`config.mk`:
```
export PLATFORM = sky130hd
export DESIGN_NAME = line_rasterizer
export DESIGN_NICKNAME = d
export VERILOG_FILES = /design/src/lnrast_pkg.sv /design/src/line_rasterizer.sv /design/src/lnrast_ctrl.sv /design/src/lnrast_dp.sv
export SDC_FILE = /design/constraint.sdc
export NUM_CORES = 1
export LEC_CHECK = 0
export ABC_CLOCK_PERIOD_IN_PS = 6700
export BUFFER_PORTS_ARGS = -buffer_cell sky130_fd_sc_hd__buf_2
export CORE_MARGIN = 5
export CORE_UTILIZATION = 45
export DETAILED_ROUTE_END_ITERATION = 16
export SYNTH_ARGS = -nofsm -noshare
export SYNTH_HDL_FRONTEND = slang
export SYNTH_SLANG_ARGS = --single-unit
```
`constraint.sdc`:
```
create_clock -name clk -period 6.7 [get_ports clk]
set_input_delay 0 -clock clk [delete_from_list [all_inputs] [get_ports clk]]
set_output_delay 0 -clock clk [all_outputs]
set_load 0.03 [all_outputs]
```
`src/lnrast_pkg.sv`:
```
// ----------------------------------------------------------------------------
// lnrast_pkg
// Shared types and constants of the line rasterizer: field widths and the
// command and status bundles between the controller and the datapath.
// ----------------------------------------------------------------------------
package lnrast_pkg;

  localparam int CoordW = 6;
  localparam int ColorW = 24;
  localparam int ErrW   = 14;
  localparam int GainW  = 7;

  typedef logic [CoordW-1:0] coord_t;
  typedef logic [ColorW-1:0] color_t;
  typedef logic [ErrW-1:0]   err_t;
  typedef logic [GainW-1:0]  gain_t;

  // Commands from the controller to the datapath.
  typedef struct packed {
    logic load;   // Set up a new segment from the input channel.
    logic step;   // Emit one pixel into the output register and advance.
  } lnrast_cmd_t;

  // Status from the datapath to the controller.
  typedef struct packed {
    logic more;   // The segment still has pixels to emit.
    logic last;   // The next pixel to emit is the final one.
  } lnrast_status_t;

endpackage

```
`src/line_rasterizer.sv`:
```
// ----------------------------------------------------------------------------
// line_rasterizer
// Bresenham line rasterizer: one segment in, its pixels out one per transfer.
// ----------------------------------------------------------------------------
// A segment is taken on the input channel when the block is idle. Its pixels
// leave one per cycle through an output register, the final one marked with
// out_last_pixel, while the output channel does not stall. The error stepping
// loop produces one pixel per cycle whenever the output register can take one.
// The next segment is taken while the last pixel of the previous one still
// waits in the output register.
module line_rasterizer
  import lnrast_pkg::*;
#(
  parameter int GRID_SIZE = 64
) (
  input  logic   clk,
  input  logic   rst_n,
  input  logic   in_valid,
  output logic   in_ready,
  input  coord_t in_start_x,
  input  coord_t in_start_y,
  input  coord_t in_end_x,
  input  coord_t in_end_y,
  input  color_t in_line_color,
  output logic   out_valid,
  input  logic   out_ready,
  output coord_t out_pixel_x,
  output coord_t out_pixel_y,
  output color_t out_pixel_color,
  output logic   out_last_pixel
);

  lnrast_cmd_t    cmd;
  lnrast_status_t status;

  // Sequencing of segments and output transfers.
  lnrast_ctrl u_ctrl (
    .clk       (clk),
    .rst_n     (rst_n),
    .in_valid  (in_valid),
    .in_ready  (in_ready),
    .out_valid (out_valid),
    .out_ready (out_ready),
    .status    (status),
    .cmd       (cmd)
  );

  // Setup, error stepping and the output pixel register.
  lnrast_dp #(
    .GRID_SIZE (GRID_SIZE)
  ) u_dp (
    .clk             (clk),
    .cmd             (cmd),
    .status          (status),
    .in_start_x      (in_start_x),
    .in_start_y      (in_start_y),
    .in_end_x        (in_end_x),
    .in_end_y        (in_end_y),
    .in_line_color   (in_line_color),
    .out_pixel_x     (out_pixel_x),
    .out_pixel_y     (out_pixel_y),
    .out_pixel_color (out_pixel_color),
    .out_last_pixel  (out_last_pixel)
  );

endmodule

```
`src/lnrast_ctrl.sv`:
```
// ----------------------------------------------------------------------------
// lnrast_ctrl
// Controller of the line rasterizer: takes a segment, then steps the
// datapath once per free output slot until the last pixel is out.
// ----------------------------------------------------------------------------
module lnrast_ctrl
  import lnrast_pkg::*;
(
  input  logic           clk,
  input  logic           rst_n,
  input  logic           in_valid,
  output logic           in_ready,
  output logic           out_valid,
  input  logic           out_ready,
  input  lnrast_status_t status,
  output lnrast_cmd_t    cmd
);

  localparam logic ST_IDLE = 1'b0;
  localparam logic ST_RUN  = 1'b1;

  logic state_r, state_nxt;
  logic out_valid_r, out_valid_nxt;
  logic slot_free;

  // The output register can take a pixel when it is empty or being drained.
  assign slot_free = !out_valid_r || out_ready;

  assign in_ready  = (state_r == ST_IDLE);
  assign out_valid = out_valid_r;

  // Next state and commands.
  always_comb begin
    state_nxt = state_r;
    cmd.load  = 1'b0;
    cmd.step  = 1'b0;
    case (state_r)
      ST_IDLE: begin
        if (in_valid) begin
          cmd.load  = 1'b1;
          state_nxt = ST_RUN;
        end
      end
      ST_RUN: begin
        if (!status.more) begin
          // Segment without pixels.
          state_nxt = ST_IDLE;
        end else if (slot_free) begin
          cmd.step = 1'b1;
          if (status.last) begin
            state_nxt = ST_IDLE;
          end
        end
      end
      default: begin
        state_nxt = ST_IDLE;
      end
    endcase
  end

  // Output valid follows loads into and transfers out of the output register.
  always_comb begin
    out_valid_nxt = out_valid_r;
    if (cmd.step) begin
      out_valid_nxt = 1'b1;
    end else if (out_ready) begin
      out_valid_nxt = 1'b0;
    end
  end

  always_ff @(posedge clk) begin
    if (!rst_n) begin
      state_r     <= ST_IDLE;
      out_valid_r <= 1'b0;
    end else begin
      state_r     <= state_nxt;
      out_valid_r <= out_valid_nxt;
    end
  end

endmodule

```
`src/lnrast_dp.sv`:
```
// ----------------------------------------------------------------------------
// lnrast_dp
// Datapath of the line rasterizer: segment setup, the error-stepping
// registers and the output pixel register.
// ----------------------------------------------------------------------------
module lnrast_dp
  import lnrast_pkg::*;
#(
  parameter int GRID_SIZE = 64
) (
  input  logic           clk,
  input  lnrast_cmd_t    cmd,
  output lnrast_status_t status,
  input  coord_t         in_start_x,
  input  coord_t         in_start_y,
  input  coord_t         in_end_x,
  input  coord_t         in_end_y,
  input  color_t         in_line_color,
  output coord_t         out_pixel_x,
  output coord_t         out_pixel_y,
  output color_t         out_pixel_color,
  output logic           out_last_pixel
);

  localparam coord_t CoordMax = CoordW'(GRID_SIZE - 1);

  coord_t major_pos_r, major_pos_nxt;
  coord_t major_stop_r, major_stop_nxt;
  coord_t minor_pos_r, minor_pos_nxt;
  logic   minor_down_r, minor_down_nxt;
  logic   steep_mode_r, steep_mode_nxt;
  err_t   error_sum_r, error_sum_nxt;
  err_t   error_limit_r, error_limit_nxt;
  gain_t  error_gain_r, error_gain_nxt;
  gain_t  limit_gain_r, limit_gain_nxt;
  color_t held_color_r, held_color_nxt;

  coord_t pixel_x_r, pixel_x_nxt;
  coord_t pixel_y_r, pixel_y_nxt;
  color_t pixel_color_r, pixel_color_nxt;
  logic   last_pixel_r, last_pixel_nxt;

  coord_t sx, sy, ex, ey;
  coord_t adx, ady;
  logic   x_up, y_up, x_down, y_down;
  err_t   sum_add;

  // Coordinates past the grid saturate to its last row or column.
  assign sx = (in_start_x > CoordMax) ? CoordMax : in_start_x;
  assign sy = (in_start_y > CoordMax) ? CoordMax : in_start_y;
  assign ex = (in_end_x   > CoordMax) ? CoordMax : in_end_x;
  assign ey = (in_end_y   > CoordMax) ? CoordMax : in_end_y;

  assign x_up   = ex > sx;
  assign x_down = ex < sx;
  assign y_up   = ey > sy;
  assign y_down = ey < sy;
  assign adx    = x_up ? (ex - sx) : (sx - ex);
  assign ady    = y_up ? (ey - sy) : (sy - ey);

  assign sum_add = error_sum_r + ErrW'(error_gain_r);

  assign status.more = major_pos_r < major_stop_r;
  assign status.last = (major_pos_r + CoordW'(1)) == major_stop_r;

  // Segment setup and per-pixel stepping.
  always_comb begin
    major_pos_nxt   = major_pos_r;
    major_stop_nxt  = major_stop_r;
    minor_pos_nxt   = minor_pos_r;
    minor_down_nxt  = minor_down_r;
    steep_mode_nxt  = steep_mode_r;
    error_sum_nxt   = error_sum_r;
    error_limit_nxt = error_limit_r;
    error_gain_nxt  = error_gain_r;
    limit_gain_nxt  = limit_gain_r;
    held_color_nxt  = held_color_r;
    pixel_x_nxt     = pixel_x_r;
    pixel_y_nxt     = pixel_y_r;
    pixel_color_nxt = pixel_color_r;
    last_pixel_nxt  = last_pixel_r;

    if (cmd.load) begin
      held_color_nxt = in_line_color;
      error_sum_nxt  = '0;
      if (!x_up && !x_down) begin
        // Vertical segment: y steps, x stays put.
        steep_mode_nxt  = 1'b1;
        minor_down_nxt  = 1'b0;
        major_pos_nxt   = y_up ? sy : ey;
        major_stop_nxt  = y_up ? ey : sy;
        minor_pos_nxt   = sx;
        error_gain_nxt  = '0;
        limit_gain_nxt  = '0;
        error_limit_nxt = ErrW'(1);
      end else begin
        minor_down_nxt = !((x_up && y_up) || (x_down && y_down));
        if (ady <= adx) begin
          steep_mode_nxt  = 1'b0;
          major_pos_nxt   = x_up ? sx : ex;
          major_stop_nxt  = x_up ? ex : sx;
          minor_pos_nxt   = x_up ? sy : ey;
          error_gain_nxt  = {ady, 1'b0};
          error_limit_nxt = ErrW'(adx);
          limit_gain_nxt  = {adx, 1'b0};
        end else begin
          steep_mode_nxt  = 1'b1;
          major_pos_nxt   = y_up ? sy : ey;
          major_stop_nxt  = y_up ? ey : sy;
          minor_pos_nxt   = y_up ? sx : ex;
          error_gain_nxt  = {adx, 1'b0};
          error_limit_nxt = ErrW'(ady);
          limit_gain_nxt  = {ady, 1'b0};
        end
      end
    end else if (cmd.step) begin
      pixel_x_nxt     = steep_mode_r ? minor_pos_r : major_pos_r;
      pixel_y_nxt     = steep_mode_r ? major_pos_r : minor_pos_r;
      pixel_color_nxt = held_color_r;
      last_pixel_nxt  = status.last;

      error_sum_nxt = sum_add;
      if (sum_add >= error_limit_r) begin
        minor_pos_nxt   = minor_down_r ? (minor_pos_r - CoordW'(1))
                                       : (minor_pos_r + CoordW'(1));
        error_limit_nxt = error_limit_r + ErrW'(limit_gain_r);
      end
      major_pos_nxt = major_pos_r + CoordW'(1);
    end
  end

  always_ff @(posedge clk) begin
    major_pos_r   <= major_pos_nxt;
    major_stop_r  <= major_stop_nxt;
    minor_pos_r   <= minor_pos_nxt;
    minor_down_r  <= minor_down_nxt;
    steep_mode_r  <= steep_mode_nxt;
    error_sum_r   <= error_sum_nxt;
    error_limit_r <= error_limit_nxt;
    error_gain_r  <= error_gain_nxt;
    limit_gain_r  <= limit_gain_nxt;
    held_color_r  <= held_color_nxt;
    pixel_x_r     <= pixel_x_nxt;
    pixel_y_r     <= pixel_y_nxt;
    pixel_color_r <= pixel_color_nxt;
    last_pixel_r  <= last_pixel_nxt;
  end

  assign out_pixel_x     = pixel_x_r;
  assign out_pixel_y     = pixel_y_r;
  assign out_pixel_color = pixel_color_r;
  assign out_last_pixel  = last_pixel_r;

endmodule

```
==> results of run 1 <==
-- cell families (layout without fill, tap and decap cells) --
family / count (synthesis) / in the layout / synth area share
AOI/OAI and AO/OA: 155 / 155 / 0.133
xor gates and xnor gates: 45 / 45 / 0.0578
and+or+nand+nor: 139 / 139 / 0.0920
adders and majority gates: 61 / 61 / 0.108
buffers and inverters: 99 / 216 / 0.0582
muxes: 54 / 54 / 0.0768
DFF: 122 / 122 / 0.475
-- final cells by class --
cell class / count / share of cell area
Inverter: 64 / 0.0273
Multi-Input combinational cell: 454 / 0.393
Clock buffer: 18 / 0.0487
Timing Repair Buffer: 120 / 0.0841
Tap cell: 216 / 0.0307
Sequential cell: 122 / 0.399
Clock inverter: 14 / 0.0176
-- worst register-to-register path: cells and delay by family, from the launching register on --
family | cells | cell delay (ps)
xor+xnor | 1 | 240
compound gates | 9 | 1950
fa+ha+maj | 3 | 940
flops | 1 | 370
buf+inv | 1 | 260
simple gates | 1 | 50
-- where the power goes --
group	leakage [nW]	switching [W]	total (W)	internal, W
Clock	0.276	0.000317	0.000895	0.000577
Combinational	2.41	0.000833	0.00139	0.000559
Sequential	1.14	0.000109	0.00120	0.00110
-- through the flow --
stage	hold slack [ps]	total power, W	worst slack [ps]	util	instances
floorplan	98.9	0.00226	2160	-	675
global placement	176	0.00257	1540	0.498	950
detailed placement	178	0.00259	1560	0.498	950
CTS	32.2	0.00352	1990	0.551	1008
global route	71.1	0.00374	1610	0.551	1008
finish	54.1	0.00349	1930	0.551	1008
-- layer usage --
| metal | share of wire | wire length (um) | global-route usage |
|---|---|---|---|
| met2 | 0.43 | 7550 | 0.275 |
| met3 | 0.053 | 935 | 0.0428 |
| met4 | 0.015 | 267 | 0.0546 |
| met1 | 0.50 | 8900 | 0.280 |
| met5 | 0 | 0 | 0 |
-- Yosys cell counts, drive strengths merged, types with 4 or more instances --
| cell type | count |
|---|---|
| buf | 14 |
| ha | 54 |
| o21a | 7 |
| edfxtp | 107 |
| nor2 | 23 |
| a211oi | 5 |
| o21ai | 32 |
| o211ai | 5 |
| o221ai | 5 |
| dfxtp | 15 |
| a21o | 15 |
| o22ai | 21 |
| xor2 | 20 |
| mux2i | 35 |
| or3 | 5 |
| mux2 | 19 |
| fa | 5 |
| inv | 63 |
| nand2 | 51 |
| a21boi | 4 |
| nand3 | 15 |
| nand2b | 9 |
| clkbuf | 21 |
| a21oi | 42 |
| xnor2 | 25 |
| nor3 | 4 |
| nor2b | 8 |
| or2 | 5 |
| nand4 | 4 |
-- what timing repair did --
action / 4_1_cts / 5_1_grt
hold buffers: 26 / 0
endpoints found under the hold margin: 26 / 0
buffers inserted: 0 / 0
-- flip-flops by register name, summed over array words and instances (netlist names), 6 cells and up --
register,cells
u_dp.out_pixel_y,6
u_dp.out_pixel_x,6
u_dp.error_sum_r,13
u_dp.minor_pos_r,6
u_dp.major_stop_r,6
u_dp.limit_gain_r,6
u_dp.error_limit_r,14
u_dp.error_gain_r,6
u_dp.held_color_r,24
u_dp.major_pos_r,6
u_dp.out_pixel_color,24
-- worst paths after layout --
kind | from | to | cells after the start
worst max register to register | u_dp.error_gain_r[1] | u_dp.error_limit_r[1] | 15
worst min register to register | u_dp.held_color_r[13] | u_dp.out_pixel_color[13] | 0
worst max-delay path | in_end_y[1] | u_dp.major_pos_r[1] | 18
worst min-delay path | in_end_x[5] | u_dp.major_stop_r[5] | 3
==> flow_summary.yaml, run 1 <==
finish:
  multi_input_area_um2: 3460
  area_delta_synth_final_pct: 19.1
  final_common_cell: "edfxtp_1"
  num-fill-cells: 1412
  drive_above_1_share: 0.197
  ff_latch_area_um2: 3510
  nNetsFinal: 890
  fin_area_um2: 8810
  final_cell_mix: "107 x edfxtp_1, 90 x buf_2, 61 x inv_1"
  antenna_cells: 0
power_and_ir_drop:
  leakagePower_nw: 3.82
  vdd_ir_drop_max_v: 0.000201
  power_density_nw_per_um2: 396
sta:
  grt_setup_unrepaired: "no"
  period_needed_ps: 4770
  finalCritPeriodShare: 0.712
  clock.fmax_mhz: 210
  worst_pin_slew_ps: 1000
  hold_viol_final: 0
  max_slew_margin: 0.331
  tns_ps: 0
  drv_slew: 0
  fin_skew_ps: 5.52
  setup_viol: 0
critical_path:
  cp_max_fo: 31
  endpoint_kind: "flip-flop"
  cp_data_arrival_time_ps: 4930
  required_ps: 6860
  crit_buf_inv: 4
  crit_chain: "buf_2, inv_1, ha_1, ha_1, o211ai_1, a21oi_1, o22ai_2, buf_4, mux2i_1, xor2_1, inv_1, ha_1, a21oi_1, o221ai_1, o2bb2ai_1, nand2_2, mux2i_1, mux2_2"
  ff2ff_setup_slack_ps: 2610
  cp-start-kind: "input port"
  path_common_cell: "ha_1"
  crit_slowest_cell: "nand2_2"
  cp_top_family: "compound AO/OA/AOI/OAI gates"
  worstSetupPathType: "in -> reg"
  crit_path_max_incr_delay_ps: 570
synth:
  syn-num-nets: 786
  yosysWarnings: 0
  synthCells: 675
  syn_area_um2: 7400
  yosysTopAreaCell: "edfxtp_1"
  synth.top_cell.area_share: 0.434
  synth-seq-cells: 122
  synth_cell_types: 65
  async_flop_share: 0
  yosysSeqAreaShare: 0.475
  synth_flop_cell: "edfxtp_1"
  syn_area_per_cell_um2: 11.0
  synth_edf_count: 107
  synth.area.top_cells: "edfxtp_1 43%, ha_1 9.1%, mux2i_1 4.7%"
placed_design:
  gp_congestion: 0.948
  place_area_um2: 7970
  io_buffers: 90
  hpwl_um: 13100
global_routing:
  overflow: 0
  grt_pass1_vias: 5354
  grt_max_degree: 52
  antenna_found_initial: 0
  grt_pass1_wl_um: 29200
  grt.total_usage: 0.188
floorplan:
  pin_count: 91
  start_util: 0.463
  die_h_um: 138
  dieWidth_um: 138
  rows: 46
  core-area_um2: 16000
  dieArea_um2: 19100
cts:
  clk-insertion-delay-late_ps: 410
  clk_pin_slew_ps: 50
  ctsResizeCount: 0
  clock_sinks: 122
  cts_buffers: 17
  cts_tree: "done"
  cts_max_level: 4
  cts_root_buf: "clkbuf_16"
  ctsLongestPathBuffers: 2
hold_path:
  hp-class: "in -> reg"
route:
  drt_iter0_markers: 331
  vias: 5397
  drc: 0
  wl_um: 17700
  avgViaCountPerCell: 5.35
  wire_per_inst_um: 17.5
  ant_nets: 0
  drt_first_pass_iters: 5
outcome:
  outcome: "finished clean"
run:
  max_cap_violations: 0
Note: power is estimated with default switching activity, not from simulation.
==> run 2, diff against run 1 <==
ABC_CLOCK_PERIOD_IN_PS = 3900   (was 6700)
PLACE_DENSITY = 0.67   (was not set)
clock period = 3.9 ns   (was 6.7 ns; I/O delays follow)
==> flow_summary.yaml, run 2 (synthesis results as in run 1) <==
critical_path:
  crit_slowest_cell: "ha_1"
  crit-reg2reg-launch: "u_dp.error_gain_r[1]"
  cp_max_fo: 18
  worstReg2RegEnd: "u_dp.minor_pos_r[4]"
  worstSetupPathType: "in -> reg"
  cp-start-kind: "input port"
  path_common_cell: "ha_1"
  ff2ff_setup_slack_ps: 270
  cp_top_family: "compound AO/OA/AOI/OAI gates"
  crit_chain: "buf_2, inv_1, ha_1, ha_1, o211ai_1, a21oi_1, o22ai_2, buf_12, mux2i_1, xnor2_1, inv_1, ha_1, nand3_1, nor3_1, o2bb2ai_1, or2_2, nand2b_1, o22ai_1, o22ai_1"
  crit_path_max_incr_delay_ps: 330
  cp_data_arrival_time_ps: 3770
  rr_worst_depth: 15
  endpoint_kind: "flip-flop"
  crit_buf_inv: 4
  required_ps: 4030
sta:
  hold_viol_final: 0
  drv_slew: 0
  grt_setup_unrepaired: "yes"
  fin_ws_ps: 262
  holdWs_ps: 42.3
  period_needed_ps: 3640
  setup_viol: 0
  clock.fmax_mhz: 275
  max_slew_margin: 0.462
  fin_skew_ps: 8.78
  worst_pin_slew_ps: 801
  finalCritPeriodShare: 0.933
cts:
  clock_sinks: 122
  cts_buffers: 17
  ctsLongestPathBuffers: 2
  clk-insertion-delay-late_ps: 410
  cts_tree: "done"
  cts_max_level: 4
  post_cts_buffers: 0
  clk_pin_slew_ps: 60
  cts_root_buf: "clkbuf_16"
route:
  vias: 5548
  drt_first_pass_iters: 7
  wire_per_inst_um: 17.0
  drt_iter0_markers: 480
  drc: 0
  ant_nets: 0
  wl_um: 17500
  avgViaCountPerCell: 5.39
outcome:
  outcome: "finished clean"
power_and_ir_drop:
  leakagePower_nw: 3.95
  power_density_nw_per_um2: 684
  vdd_ir_drop_max_v: 0.000322
  p_total_w: 0.00618
finish:
  final_common_cell: "edfxtp_1"
  nNetsFinal: 911
  area_delta_synth_final_pct: 22.2
  final_cells: 1029
  final_cell_mix: "107 x edfxtp_1, 90 x buf_2, 61 x inv_1"
  final_util: 0.565
  drive_above_1_share: 0.229
  antenna_cells: 0
hold_path:
  min_from: "in_end_x[5]"
  holdPathStages: 3
  hp-class: "in -> reg"
  min_to: "u_dp.major_stop_r[5]"
placed_design:
  dp.cells: 971
  gp_congestion: 1.01
  hpwl_um: 12800
  place_ws_ps: -86.6
  io_buffers: 90
global_routing:
  grt_max_degree: 41
  grt_pass1_vias: 5437
  antenna_found_initial: 0
  grt_pass1_wl_um: 28600
  overflow: 0
  grt.total_usage: 0.183
floorplan:
  die_h_um: 138
  pin_count: 91
  start_util: 0.463
  core-area_um2: 16000
  dieWidth_um: 138
  rows: 46
  dieArea_um2: 19100
run:
  max_cap_violations: 0
run 2: cell count changes in the layout (fill, tap and decap cells not counted), sizes merged:
cell,delta
clkinv,-5
inv,+6
buf,+21
clkbuf,-1
run 2: worst max path at each step:
stage / cells past startpoint / start / to / slack, ps
4_1_cts: 15 / u_dp.error_gain_r[1] / u_dp.minor_pos_r[4] / 80
6_report: 19 / in_end_y[1] / u_dp.minor_pos_r[4] / 260
5_1_grt: 18 / in_end_y[1] / u_dp.major_pos_r[1] / -6
3_5_place_dp: 18 / in_end_y[1] / u_dp.major_pos_r[1] / -90
3_3_place_gp: 15 / u_dp.error_gain_r[1] / u_dp.minor_pos_r[1] / -50
2_1_floorplan: 18 / in_start_y[1] / u_dp.error_limit_r[1] / 150
run 2: tightest hold or removal path, cell delays in order:
cell and delay, ps:
buf_2 130, a211oi_1 80, a21oi_1 110
run 2: final cells by class:
| cell class | count | area [um^2] |
|---|---|---|
| inverters | 64 | 240 |
| multi-input cells | 454 | 3480 |
| fillers | 1338 | 6960 |
| flip-flops and latches | 122 | 3510 |
| clock buffers | 17 | 425 |
| clock inverters | 15 | 188 |
| well taps | 216 | 270 |
| repair buffers | 141 | 923 |
run 2: stage by stage:
stage                     TNS (ps)  instance area (um^2)
after global routing         -6.14                  9040
after CTS                        0                  9030
after detailed placement      -514                  8150
final                            0                  9040
after floorplan                  0                  7400
after global placement        -860                  8150
run 2: report_power, final:
group | switching [W] | leakage (nW) | internal, W | total (W)
logic | 0.00144 | 2.52 | 0.00107 | 0.00250
registers | 0.000191 | 1.14 | 0.00188 | 0.00207
clock network | 0.000593 | 0.292 | 0.00102 | 0.00161
run 2: timing repair:
action / 4_1_cts / 5_1_grt
pin swaps: 0 / 1
endpoints found under the hold margin: 26 / 0
resized for setup: 1 / 3
endpoints found under the setup margin: 19 / 20
hold buffers: 26 / 0
run 2: routing by layer:
metal	GRT usage	share of wire	vias up
met5	0	0	-
met4	0.0650	0.019	0
met3	0.0417	0.069	31
met2	0.280	0.45	223
met1	0.255	0.46	2595
li1	-	-	2699
==> run 3, diff against run 2 <==
GPL_TIMING_DRIVEN = 0   (was not set)
==> flow_summary.yaml, run 3 (synthesis results as in run 1) <==
route:
  drt_iter0_markers: 414
  drt_first_pass_iters: 5
  drc: 0
  vias: 5578
  avgViaCountPerCell: 5.34
  ant_nets: 0
  wl_um: 17700
  wire_per_inst_um: 16.9
power_and_ir_drop:
  power_density_nw_per_um2: 687
  comb_power_share: 0.415
  vdd_ir_drop_max_v: 0.000266
  switchingPower_w: 0.00229
  power_frac_seq: 0.322
  switching_share: 0.361
  p_clk_frac: 0.263
  leakagePower_nw: 4.01
  p_total_w: 0.00635
  p_int_w: 0.00405
critical_path:
  cp-start-kind: "input port"
  rr_worst_depth: 15
  worstSetupEndpoint: "u_dp.minor_pos_r[1]"
  ff2ff_setup_slack_ps: 230
  startpoint: "in_start_y[1]"
  cp_data_arrival_time_ps: 3970
  worstSetupPathType: "in -> reg"
  cp_max_fo: 9
  crit-reg2reg-launch: "u_dp.error_gain_r[1]"
  crit_path_max_incr_delay_ps: 330
  crit_chain: "buf_2, clkbuf_1, ha_1, ha_1, o211ai_1, a21oi_1, o22ai_1, buf_4, mux2i_2, xor2_2, inv_1, ha_1, nand3_1, nor3_2, o2bb2ai_4, or2_2, nand2b_2, o22ai_1, o22ai_1"
  crit_slowest_cell: "ha_1"
  endpoint_kind: "flip-flop"
  worstReg2RegEnd: "u_dp.minor_pos_r[4]"
  required_ps: 4050
placed_design:
  place_area_um2: 8130
  hpwl_um: 13100
  io_buffers: 87
  gp_congestion: 0.987
finish:
  final_cell_mix: "107 x edfxtp_1, 92 x buf_2, 62 x inv_1"
  ff_latch_area_um2: 3510
  nNetsFinal: 927
  drive_above_1_share: 0.233
  multi_input_area_um2: 3600
  antenna_cells: 0
  area_delta_synth_final_pct: 24.9
  final_common_cell: "edfxtp_1"
  fin_area_um2: 9240
  num-fill-cells: 1349
floorplan:
  start_util: 0.463
  rows: 46
  core-area_um2: 16000
  dieArea_um2: 19100
  dieWidth_um: 138
  pin_count: 91
  die_h_um: 138
global_routing:
  grt_pass1_vias: 5664
  overflow: 0
  antenna_found_initial: 0
  grt.total_usage: 0.184
  grt_max_degree: 47
  grt_pass1_wl_um: 28900
cts:
  cts_tree: "done"
  clock_sinks: 122
  clk_pin_slew_ps: 60
  cts_max_level: 4
  cts_root_buf: "clkbuf_16"
  ctsLongestPathBuffers: 2
  clk-insertion-delay-late_ps: 410
  cts_buffers: 17
sta:
  finalCritPeriodShare: 0.977
  fin_skew_ps: 9.02
  setup_viol: 0
  max_slew_margin: 0.358
  hold_viol_final: 0
  clock.fmax_mhz: 262
  drv_slew: 0
  period_needed_ps: 3810
  worst_pin_slew_ps: 962
hold_path:
  holdPathStages: 3
  hp-class: "in -> reg"
run:
  max_cap_violations: 0
outcome:
  outcome: "finished clean"
==> run 3: cell type report <==
class,count,share of cell area
repair buffers,122,0.0853
flip-flops and latches,122,0.380
well taps,216,0.0292
clock buffers,17,0.0460
clock inverters,15,0.0231
plain buffers,35,0.0211
inverters,64,0.0260
multi-input cells,454,0.389
==> run 3: stage by stage <==
step	std cells	hold WS (ps)	utilization	setup slack [ps]	setup TNS, ps
after floorplan	675	98.9	-	150	0
final	1045	64.5	0.578	88.0	0
after global routing	1045	89.0	0.578	-24.3	-60.6
after detailed placement	979	178	0.508	-720	-30260
after global placement	978	181	0.507	-768	-32690
after CTS	1041	36.0	0.570	3.52	0
==> run 3: worst min-delay path by stage <==
stage | start | end | slack, ps
after floorplan | in_line_color[0] | u_dp.held_color_r[0] | 100
final | in_end_x[5] | u_dp.major_stop_r[5] | 60
after global routing | in_end_y[0] | u_dp.major_stop_r[0] | 90
after global placement | in_line_color[3] | u_dp.held_color_r[3] | 180
after detailed placement | in_line_color[11] | u_dp.held_color_r[11] | 180
after CTS | in_end_x[5] | u_dp.major_stop_r[5] | 40
==> run 3: repair_timing <==
action / in CTS / in global routing
pin swaps: 2 / 2
endpoints found under the hold margin: 26 / 0
setup buffers: 4 / 4
endpoints found under the setup margin: 50 / 49
hold buffers: 26 / 0
gates resized for setup: 7 / 17
==> run 3: worst max-delay path, delay by kind of cell <==
kind	cells	cell delay [ps]
multiplexers	1	270
AO/OA/AOI/OAI	6	1030
buffers and inverters	4	490
adder cells (fa/ha/maj)	3	880
XOR/XNOR	1	250
AND/OR/NAND/NOR	4	1040
==> run 3: routing by layer <==
metal  part of all wire  global-route usage
met5                  0                   0
met4              0.020              0.0655
met3              0.064              0.0421
met2               0.47               0.298
met1               0.44               0.242
==> run 3: power groups by stage <==
stage / Clock, W / Sequential [W] / Combinational (W)
global placement: 0 / 0.00206 / 0.00238
global route: 0.00177 / 0.00208 / 0.00290
finish: 0.00167 / 0.00204 / 0.00263
detailed placement: 0 / 0.00207 / 0.00247
CTS: 0.00170 / 0.00204 / 0.00255
floorplan: 0 / 0.00218 / 0.00170
